===== config.mk =====
export PLATFORM = sky130hd
export DESIGN_NAME = clock_stack_slot_replacer
export DESIGN_NICKNAME = d
export VERILOG_FILES = /design/src/hw/rtl/cssr_pkg.sv /design/src/hw/rtl/cssr_ctrl.sv /design/src/hw/rtl/cssr_datapath.sv /design/src/hw/rtl/clock_stack_slot_replacer.sv
export SDC_FILE = /design/constraint.sdc
export NUM_CORES = 1
export LEC_CHECK = 0
export BUFFER_PORTS_ARGS = -buffer_cell sky130_fd_sc_hd__buf_2
export CAP_MARGIN = 20
export CELL_PAD_IN_SITES_DETAIL_PLACEMENT = 1
export CELL_PAD_IN_SITES_GLOBAL_PLACEMENT = 2
export CORE_MARGIN = 8
export CORE_UTILIZATION = 44
export DETAILED_ROUTE_END_ITERATION = 7
export GPL_TIMING_DRIVEN = 0
export PLACE_DENSITY_LB_ADDON = 0.1
export SKIP_LAST_GASP = 1
export SLEW_MARGIN = 30
export SYNTH_ARGS = -nofsm -noshare
export SYNTH_HDL_FRONTEND = slang
export SYNTH_SLANG_ARGS = --single-unit

===== constraint.sdc =====
create_clock -name clk -period 6.5 [get_ports clk]
set_input_delay 0.65 -clock clk [delete_from_list [all_inputs] [get_ports clk]]
set_output_delay 0.65 -clock clk [all_outputs]
set_load 0.005 [all_outputs]

===== src/hw/rtl/cssr_pkg.sv =====
`default_nettype none

package cssr_pkg;

  // Fixed field widths
  localparam int CMD_W    = 2;
  localparam int PID_W    = 3;
  localparam int SLOT_W   = 3;
  localparam int SWAP_W   = 2;
  localparam int STATUS_W = 2;

  // Default sizes
  localparam int DEF_RESIDENT_SLOTS = 5;
  localparam int DEF_SWAP_SLOTS     = 3;
  localparam int DEF_PROCESS_IDS    = 8;

  typedef enum logic [CMD_W-1:0] {
    CMD_MARK   = 2'd0,
    CMD_LOAD   = 2'd1,
    CMD_LOOKUP = 2'd2,
    CMD_SWAP   = 2'd3
  } cmd_t;

  localparam logic [STATUS_W-1:0] STS_DONE = 2'd0;  // done / found resident
  localparam logic [STATUS_W-1:0] STS_SWAP = 2'd1;  // found in a swap slot
  localparam logic [STATUS_W-1:0] STS_MISS = 2'd2;  // not found / bad swap slot

  typedef enum logic [1:0] {
    ST_IDLE,
    ST_DECODE,
    ST_WALK,
    ST_FINISH
  } state_t;

  // controller -> datapath
  typedef struct packed {
    logic capture;  // latch the input beat
    logic exec;     // command executed in decode (mark, load, look up, bad swap)
    logic skip;     // second chance: clear used bit, advance hand
    logic take;     // victim found: exchange tags, advance hand
    logic publish;  // move result into the output register
  } ctl_t;

  // datapath -> controller
  typedef struct packed {
    logic swap_go;      // captured command is a swap in with a valid swap slot
    logic victim_here;  // owner under the hand has a clear used bit
    logic out_free;     // output register empty or being drained
  } dp_sts_t;

endpackage

`default_nettype wire


===== src/hw/rtl/cssr_ctrl.sv =====
`default_nettype none

module cssr_ctrl
  import cssr_pkg::*;
(
  input  wire logic    clk,
  input  wire logic    rst,
  input  wire logic    in_valid,
  output logic         in_ready,
  input  wire dp_sts_t sts,
  output ctl_t         ctl
);

  state_t state, state_next;

  always_ff @(posedge clk) begin
    if (rst) begin
      state <= ST_IDLE;
    end else begin
      state <= state_next;
    end
  end

  always_comb begin
    state_next = state;
    unique case (state)
      ST_IDLE: begin
        if (in_valid) state_next = ST_DECODE;
      end
      ST_DECODE: begin
        state_next = sts.swap_go ? ST_WALK : ST_FINISH;
      end
      ST_WALK: begin
        if (sts.victim_here) state_next = ST_FINISH;
      end
      ST_FINISH: begin
        if (sts.out_free) state_next = ST_IDLE;
      end
      default: state_next = ST_IDLE;
    endcase
  end

  always_comb begin
    ctl      = '0;
    in_ready = 1'b0;
    unique case (state)
      ST_IDLE: begin
        in_ready    = 1'b1;
        ctl.capture = in_valid;
      end
      ST_DECODE: begin
        ctl.exec = !sts.swap_go;
      end
      ST_WALK: begin
        ctl.take = sts.victim_here;
        ctl.skip = !sts.victim_here;
      end
      ST_FINISH: begin
        ctl.publish = sts.out_free;
      end
      default: ;
    endcase
  end

`ifndef NO_ASSERTIONS
  // a walk only starts from a decoded swap in
  a_walk_entry: assert property (@(posedge clk) disable iff (rst)
    (state == ST_WALK && $past(state) != ST_WALK) |-> $past(sts.swap_go))
    else $error("walk entered without a valid swap in");

  // a new beat is never taken while an item is in flight
  a_one_item: assert property (@(posedge clk) disable iff (rst)
    ctl.capture |=> !in_ready)
    else $error("input ready while item in flight");

  // at most one datapath command per cycle
  a_one_cmd: assert property (@(posedge clk) disable iff (rst)
    $onehot0(ctl))
    else $error("more than one datapath command at once");
`endif

endmodule

`default_nettype wire


===== src/hw/rtl/cssr_datapath.sv =====
`default_nettype none

module cssr_datapath
  import cssr_pkg::*;
#(
  parameter int RESIDENT_SLOTS = DEF_RESIDENT_SLOTS,
  parameter int SWAP_SLOTS     = DEF_SWAP_SLOTS,
  parameter int PROCESS_IDS    = DEF_PROCESS_IDS
) (
  input  wire logic                clk,
  input  wire logic                rst,
  input  wire ctl_t                ctl,
  output dp_sts_t                  sts,
  input  wire logic [CMD_W-1:0]    cmd,
  input  wire logic [PID_W-1:0]    pid,
  input  wire logic [SLOT_W-1:0]   slot,
  input  wire logic [SWAP_W-1:0]   swap_slot,
  output logic                     out_valid,
  input  wire logic                out_ready,
  output logic [STATUS_W-1:0]      status,
  output logic [SLOT_W-1:0]        found_index,
  output logic [SLOT_W-1:0]        victim_slot,
  output logic [PID_W-1:0]         evicted_pid,
  output logic [PID_W-1:0]         incoming_pid
);

  localparam int HW = (RESIDENT_SLOTS > 1) ? $clog2(RESIDENT_SLOTS) : 1;

  // architectural state
  logic [PID_W-1:0]       res_own [RESIDENT_SLOTS];
  logic [PID_W-1:0]       swp_own [SWAP_SLOTS];
  logic [PROCESS_IDS-1:0] used;
  logic [HW-1:0]          hand;

  // captured beat
  cmd_t              cmd_q;
  logic [PID_W-1:0]  pid_q;
  logic [SLOT_W-1:0] slot_q;
  logic [SWAP_W-1:0] sw_q;

  // pending result
  logic [STATUS_W-1:0] res_status;
  logic [SLOT_W-1:0]   res_found;
  logic [SLOT_W-1:0]   res_victim;
  logic [PID_W-1:0]    res_evicted;
  logic [PID_W-1:0]    res_incoming;

  logic [PID_W-1:0]       own_h;
  logic [PROCESS_IDS-1:0] own_mask;
  logic [PROCESS_IDS-1:0] pid_mask;
  logic [PID_W-1:0]       in_sel;
  logic                   sw_ok;
  logic [HW-1:0]          hand_adv;
  logic                   lk_res_hit;
  logic [SLOT_W-1:0]      lk_res_idx;
  logic                   lk_swp_hit;
  logic [SLOT_W-1:0]      lk_swp_idx;
  logic [STATUS_W-1:0]    ex_status;
  logic [SLOT_W-1:0]      ex_found;

  assign own_h    = res_own[hand];
  assign hand_adv = (hand == HW'(RESIDENT_SLOTS - 1)) ? '0 : hand + 1'b1;
  assign sw_ok    = int'(sw_q) < SWAP_SLOTS;

  // pids at or above PROCESS_IDS have no used bit: empty mask
  always_comb begin
    own_mask = '0;
    pid_mask = '0;
    for (int p = 0; p < PROCESS_IDS; p++) begin
      own_mask[p] = (int'(own_h) == p);
      pid_mask[p] = (int'(pid_q) == p);
    end
  end

  always_comb begin
    in_sel = '0;
    for (int j = 0; j < SWAP_SLOTS; j++) begin
      if (int'(sw_q) == j) in_sel = swp_own[j];
    end
  end

  // look up: walk downwards so the lowest match wins
  always_comb begin
    lk_res_hit = 1'b0;
    lk_res_idx = '0;
    lk_swp_hit = 1'b0;
    lk_swp_idx = '0;
    for (int i = RESIDENT_SLOTS - 1; i >= 0; i--) begin
      if (res_own[i] == pid_q) begin
        lk_res_hit = 1'b1;
        lk_res_idx = SLOT_W'(i);
      end
    end
    for (int j = SWAP_SLOTS - 1; j >= 0; j--) begin
      if (swp_own[j] == pid_q) begin
        lk_swp_hit = 1'b1;
        lk_swp_idx = SLOT_W'(j);
      end
    end
  end

  // result of a command executed in the decode step
  always_comb begin
    ex_status = STS_DONE;
    ex_found  = '0;
    if (cmd_q == CMD_LOOKUP) begin
      if (lk_res_hit) begin
        ex_found = lk_res_idx;
      end else if (lk_swp_hit) begin
        ex_status = STS_SWAP;
        ex_found  = lk_swp_idx;
      end else begin
        ex_status = STS_MISS;
      end
    end else if (cmd_q == CMD_SWAP) begin
      // only executed here with an out-of-range swap slot
      ex_status = STS_MISS;
    end
  end

  assign sts.swap_go     = (cmd_q == CMD_SWAP) && sw_ok;
  assign sts.victim_here = ~|(used & own_mask);
  assign sts.out_free    = !out_valid || out_ready;

  always_ff @(posedge clk) begin
    if (rst) begin
      for (int i = 0; i < RESIDENT_SLOTS; i++) res_own[i] <= '0;
      for (int j = 0; j < SWAP_SLOTS; j++) swp_own[j] <= '0;
      used      <= '0;
      hand      <= '0;
      out_valid <= 1'b0;
    end else begin
      if (ctl.capture) begin
        cmd_q  <= cmd_t'(cmd);
        pid_q  <= pid;
        slot_q <= slot;
        sw_q   <= swap_slot;
      end

      if (ctl.exec) begin
        res_status   <= ex_status;
        res_found    <= ex_found;
        res_victim   <= '0;
        res_evicted  <= '0;
        res_incoming <= '0;
        unique case (cmd_q)
          CMD_MARK: begin
            used <= used | pid_mask;
          end
          CMD_LOAD: begin
            for (int i = 0; i < RESIDENT_SLOTS; i++) begin
              if (int'(slot_q) == i) res_own[i] <= pid_q;
            end
            for (int j = 0; j < SWAP_SLOTS; j++) begin
              if (int'(slot_q) == RESIDENT_SLOTS + j) swp_own[j] <= pid_q;
            end
          end
          CMD_LOOKUP, CMD_SWAP: ;
        endcase
      end

      if (ctl.skip) begin
        used <= used & ~own_mask;
        hand <= hand_adv;
      end

      if (ctl.take) begin
        for (int i = 0; i < RESIDENT_SLOTS; i++) begin
          if (int'(hand) == i) res_own[i] <= in_sel;
        end
        for (int j = 0; j < SWAP_SLOTS; j++) begin
          if (int'(sw_q) == j) swp_own[j] <= own_h;
        end
        hand         <= hand_adv;
        res_status   <= STS_DONE;
        res_found    <= '0;
        res_victim   <= SLOT_W'(hand);
        res_evicted  <= own_h;
        res_incoming <= in_sel;
      end

      if (ctl.publish) begin
        status       <= res_status;
        found_index  <= res_found;
        victim_slot  <= res_victim;
        evicted_pid  <= res_evicted;
        incoming_pid <= res_incoming;
        out_valid    <= 1'b1;
      end else if (out_ready) begin
        out_valid <= 1'b0;
      end
    end
  end

`ifndef NO_ASSERTIONS
  a_hand_range: assert property (@(posedge clk) disable iff (rst)
    int'(hand) < RESIDENT_SLOTS)
    else $error("clock hand out of range");

  a_take_clear: assert property (@(posedge clk) disable iff (rst)
    ctl.take |-> ~|(used & own_mask))
    else $error("victim taken with used bit set");

  a_skip_clears: assert property (@(posedge clk) disable iff (rst)
    ctl.skip |=> ~|(used & $past(own_mask)))
    else $error("second chance did not clear used bit");

  a_no_overwrite: assert property (@(posedge clk) disable iff (rst)
    ctl.publish |-> (!out_valid || out_ready))
    else $error("result overwrote an unread beat");
`endif

endmodule

`default_nettype wire


===== src/hw/rtl/clock_stack_slot_replacer.sv =====
`default_nettype none

// Channel | signals                              | beat moves when
// --------+--------------------------------------+--------------------------
// in      | in_valid/in_ready, cmd pid slot       | in_valid & in_ready
//         | swap_slot                            |
// out     | out_valid/out_ready, status          | out_valid & out_ready
//         | found_index victim_slot evicted_pid   |
//         | incoming_pid                         |
//
// One item at a time. Mark, load, look up and a bad swap slot pass through
// idle (accept), decode and finish before the next accept.
// Swap in also walks the clock hand between decode and finish; V = slots visited, one per
// cycle, 1..RESIDENT_SLOTS+1 (up to 6 with five slots).
// The output register holds one result; a new beat is accepted while it
// waits, and the item stalls in its finish step until the register drains.
// rst (synchronous) clears tags, used bits, hand, the sequencer state and the output valid flag.

module clock_stack_slot_replacer
  import cssr_pkg::*;
#(
  parameter int RESIDENT_SLOTS = DEF_RESIDENT_SLOTS,
  parameter int SWAP_SLOTS     = DEF_SWAP_SLOTS,
  parameter int PROCESS_IDS    = DEF_PROCESS_IDS
) (
  input  wire logic                clk,
  input  wire logic                rst,
  input  wire logic                in_valid,
  output logic                     in_ready,
  input  wire logic [CMD_W-1:0]    cmd,
  input  wire logic [PID_W-1:0]    pid,
  input  wire logic [SLOT_W-1:0]   slot,
  input  wire logic [SWAP_W-1:0]   swap_slot,
  output logic                     out_valid,
  input  wire logic                out_ready,
  output logic [STATUS_W-1:0]      status,
  output logic [SLOT_W-1:0]        found_index,
  output logic [SLOT_W-1:0]        victim_slot,
  output logic [PID_W-1:0]         evicted_pid,
  output logic [PID_W-1:0]         incoming_pid
);

  ctl_t    ctl;  // sequencing commands
  dp_sts_t sts;  // datapath flags back to the sequencer

  // sequencer: idle -> decode -> (walk...) -> finish
  cssr_ctrl u_ctrl (
    .clk      (clk),
    .rst      (rst),
    .in_valid (in_valid),
    .in_ready (in_ready),
    .sts      (sts),
    .ctl      (ctl)
  );

  // tags, used bits, hand, result and output registers
  cssr_datapath #(
    .RESIDENT_SLOTS (RESIDENT_SLOTS),
    .SWAP_SLOTS     (SWAP_SLOTS),
    .PROCESS_IDS    (PROCESS_IDS)
  ) u_datapath (
    .clk          (clk),
    .rst          (rst),
    .ctl          (ctl),
    .sts          (sts),
    .cmd          (cmd),
    .pid          (pid),
    .slot         (slot),
    .swap_slot    (swap_slot),
    .out_valid    (out_valid),
    .out_ready    (out_ready),
    .status       (status),
    .found_index  (found_index),
    .victim_slot  (victim_slot),
    .evicted_pid  (evicted_pid),
    .incoming_pid (incoming_pid)
  );

endmodule

`default_nettype wire

==> results_dict.tcl <==
set metrics [dict create \
    crit_type "reg -> reg" \
    dr.first_iter.drc_count 125 \
    synth.distinct_cells 52 \
    power.leakage_nw 1.53 \
    finalCriticalPeriod_ps 3270 \
    worst_slew_pin_slew_ps 751 \
    die_width_um 109 \
    syn_area_per_cell_um2 12.3 \
    regArea_um2 2200 \
    die_area_um2 11900 \
    gp_congestion 0.835 \
    antenna_found_initial 0 \
    finalPower_w 0.00131 \
    h-tree-depth 3 \
    period_share_pct 50.3 \
    wl_mm 9.23 \
    finClkSkew_ps 8.93 \
    synth-seq-cells 79 \
    slew_violations 0 \
    slowest_stage "a21oi_2" \
    grt_pass1_wl_mm 15.1 \
    fmax_ghz 0.306 \
    hold_class "reg -> reg" \
    ios 30 \
    syn2layout_area_growth_pct 12.2 \
    insertion_delay_ps 350 \
    layout.nets 376 \
    syn_nets 335 \
    synth_edf_count 62 \
    hold_viol 0 \
    critPathLaunchType "flop" \
    crit_family "compound AO/OA/AOI/OAI gates" \
    end_kind "flop" \
    async_flop_share_pct 0 \
    critPathMaxFanout 14 \
    wl_per_cell_um 19.8 \
    cts_made_buffers 9 \
    synth_top_flop_cell "edfxtp_1" \
    required_ps 6480 \
    relSlewSlack_pct 50.0 \
    p_int_w 0.000872 \
    yosysSeqAreaShare_pct 57.6 \
    clk_pin_slew_ps 80 \
    synthCells 312 \
    crit_arrival_ps 3250 \
    drc_errors 0 \
    max_cap_violations 0 \
    worst-path-buf-inv 1 \
    rows 34 \
    crit_chain "mux4_2, mux2i_4, nand2_1, o22a_2, nand2_1, nand2_1, clkbuf_1, a21oi_2" \
    grt_pass1_vias 2767 \
    initial_core_util_pct 44.5 \
    drive_gt1_share_pct 18.4 \
    ant_nets 0 \
    cpPeakStageDelay_ps 680 \
    ctsHoldBuffers 0 \
    grt_usage_pct 16.8 \
    pwr-share-clk_pct 24.9 \
    rsz0062_at_grt "no" \
    place.port_buffers 29 \
    cts_tree "done" \
    path_common_cell "nand2_1" \
    multi_input_area_um2 1530 \
    gr-total-overflow 0 \
    die_y_um 109 \
    antennaDiodeCount 0 \
    grt_max_degree 15 \
    postCtsSetupBuffers 0 \
    power_frac_seq_pct 49.7 \
    coreArea_um2 8590 \
    power_density_nw_per_um2 305 \
    dp_hpwl_mm 7.10 \
    ctsLongestPathBuffers 2 \
    setup_viol_count_final 0 \
    vias_per_cell 5.46 \
    fill_cells 930 \
    root_buffer "clkbuf_8" \
    setup_tns_ps 0 \
    syn_area_um2 3820 \
    cts_sinks 79 \
    yosys_warnings 0 \
    comb_power_share_pct 25.4 \
    drt_first_pass_iters 4 \
    ir_drop_uv 168 \
    num_vias 2544 \
    p_sw_w 0.000436 \
    ctsResizeCount 0 \
    status "completed" \
    switching_share_pct 33.3 \
]
Yosys cell counts, types with 2 or more instances:
cell      instances  share of area [%]
nor3_1            5               0.65
and2_1            2               0.33
a31oi_1           4               0.65
nand3b_1          2               0.39
ha_1              9                2.9
inv_1            11                1.1
xnor2_1          15                3.4
a21oi_1          10                1.3
o31ai_1           4               0.79
edfxtp_1         62                 49
nor2_1           27                2.7
mux2_2            2               0.59
nor2b_1           7                1.1
and3_1            2               0.33
a221o_1           4                1.0
a41oi_1           2               0.46
nand2b_1          5               0.82
buf_1             2               0.20
xor2_1            9                2.1
mux2i_4           2                1.2
buf_6             2               0.59
mux2i_1          14                3.7
o311ai_0          4               0.92
nor4_1            2               0.33
dfxtp_1          17                8.9
clkbuf_1          8               0.79
nor3b_1           3               0.59
nand3_1          16                2.1
o21ai_0           9                1.2
nand2_1          27                2.7
mux4_2            2                1.2
nand4b_1          2               0.46
placed cells by master, fill, tap and decap left out, types with 3 or more instances in the layout:
master,instances
nor3_1,5
nand3_1,16
clkbuf_8,9
xor2_1,9
dfxtp_1,17
a221o_1,4
nand2_1,27
o21ai_0,9
nor2_1,27
o31ai_1,4
a21oi_1,9
nor2b_1,7
nand2b_1,5
clkinvlp_4,3
edfxtp_1,62
o311ai_0,4
inv_1,11
mux2i_1,14
ha_1,9
a31oi_1,4
xnor2_1,15
buf_2,29
clkbuf_1,8
cells by family after synthesis:
group           synth area share, %
fa+ha+maj                      2.95
mux                            7.00
xor+xnor                       5.50
simple gates                   13.7
compound gates                 10.6
flops                          57.6
buf+inv                        2.65
per-stage QoR:
step / hold slack [ps] / instances / cell area [um2] / util [%] / setup WS (ps)
after floorplan: 400 / 312 / 3820 / - / 3460
after global placement: 400 / 449 / 4100 / 47.8 / 2940
after detailed placement: 406 / 450 / 4120 / 47.9 / 3190
after CTS: 426 / 466 / 4290 / 49.9 / 3190
after global routing: 445 / 466 / 4290 / 49.9 / 3000
final: 424 / 466 / 4290 / 49.9 / 3230
path summary, 6_finish.rpt:
kind / startpoint / depth (start not counted) / end / slack [ps]
max: flop / 8 / u_datapath.res_victim[2] / 3230
min reg2reg: u_datapath.res_status[1] / 0 / u_datapath.status[1] / 420
max reg2reg: flop / 8 / u_datapath.res_victim[2] / 3230
min: u_datapath.res_status[1] / 0 / u_datapath.status[1] / 420
power groups by stage:
stage	sequential [W]	clock [W]	combinational, W
after global routing	0.000658	0.000356	0.000369
after detailed placement	0.000663	0	0.000332
final	0.000651	0.000325	0.000332
after global placement	0.000659	0	0.000321
after floorplan	0.000651	0	0.000238
after CTS	0.000651	0.000334	0.000335
worst register-to-register path, delay by kind of cell (launching register included):
kind	cells	cell delay, ps
mux	2	930
simple gates	3	280
flops	1	430
compound gates	2	970
buf+inv	1	280
metal layers:
| layer | wire [um] | track usage, % | part of all wire [%] |
|---|---|---|---|
| met5 | 0 | 0 | 0 |
| met4 | 135 | 3.95 | 1.5 |
| met3 | 493 | 4.91 | 5.3 |
| met2 | 4410 | 27.2 | 48 |
| met1 | 4190 | 21.6 | 45 |
registers in the layout, summed over array words and instances, names as in the netlist, 3 cells and up, named ones only:
| name | cells |
|---|---|
| u_datapath.hand | 3 |
| u_datapath.res_found | 3 |
| u_datapath.pid_q | 3 |
| u_datapath.slot_q | 3 |
| u_datapath.victim_slot | 3 |
| u_datapath.used | 8 |
| u_datapath.res_incoming | 3 |
| u_datapath.found_index | 3 |
| u_datapath.evicted_pid | 3 |
| u_datapath.res_victim | 3 |
| u_datapath.swp_own | 9 |
| u_datapath.incoming_pid | 3 |
| u_datapath.res_evicted | 3 |
| u_datapath.res_own | 15 |
final cells by class:
class	instances	area share, %
Multi-Input combinational cell	210	35.6
Sequential cell	79	51.3
Clock inverter	7	1.11
Inverter	11	0.962
Buffer	12	1.40
Timing Repair Buffer	30	3.56
Clock buffer	9	2.89
Tap cell	108	3.15
No activity file was read; power rests on OpenSTA's default activity.
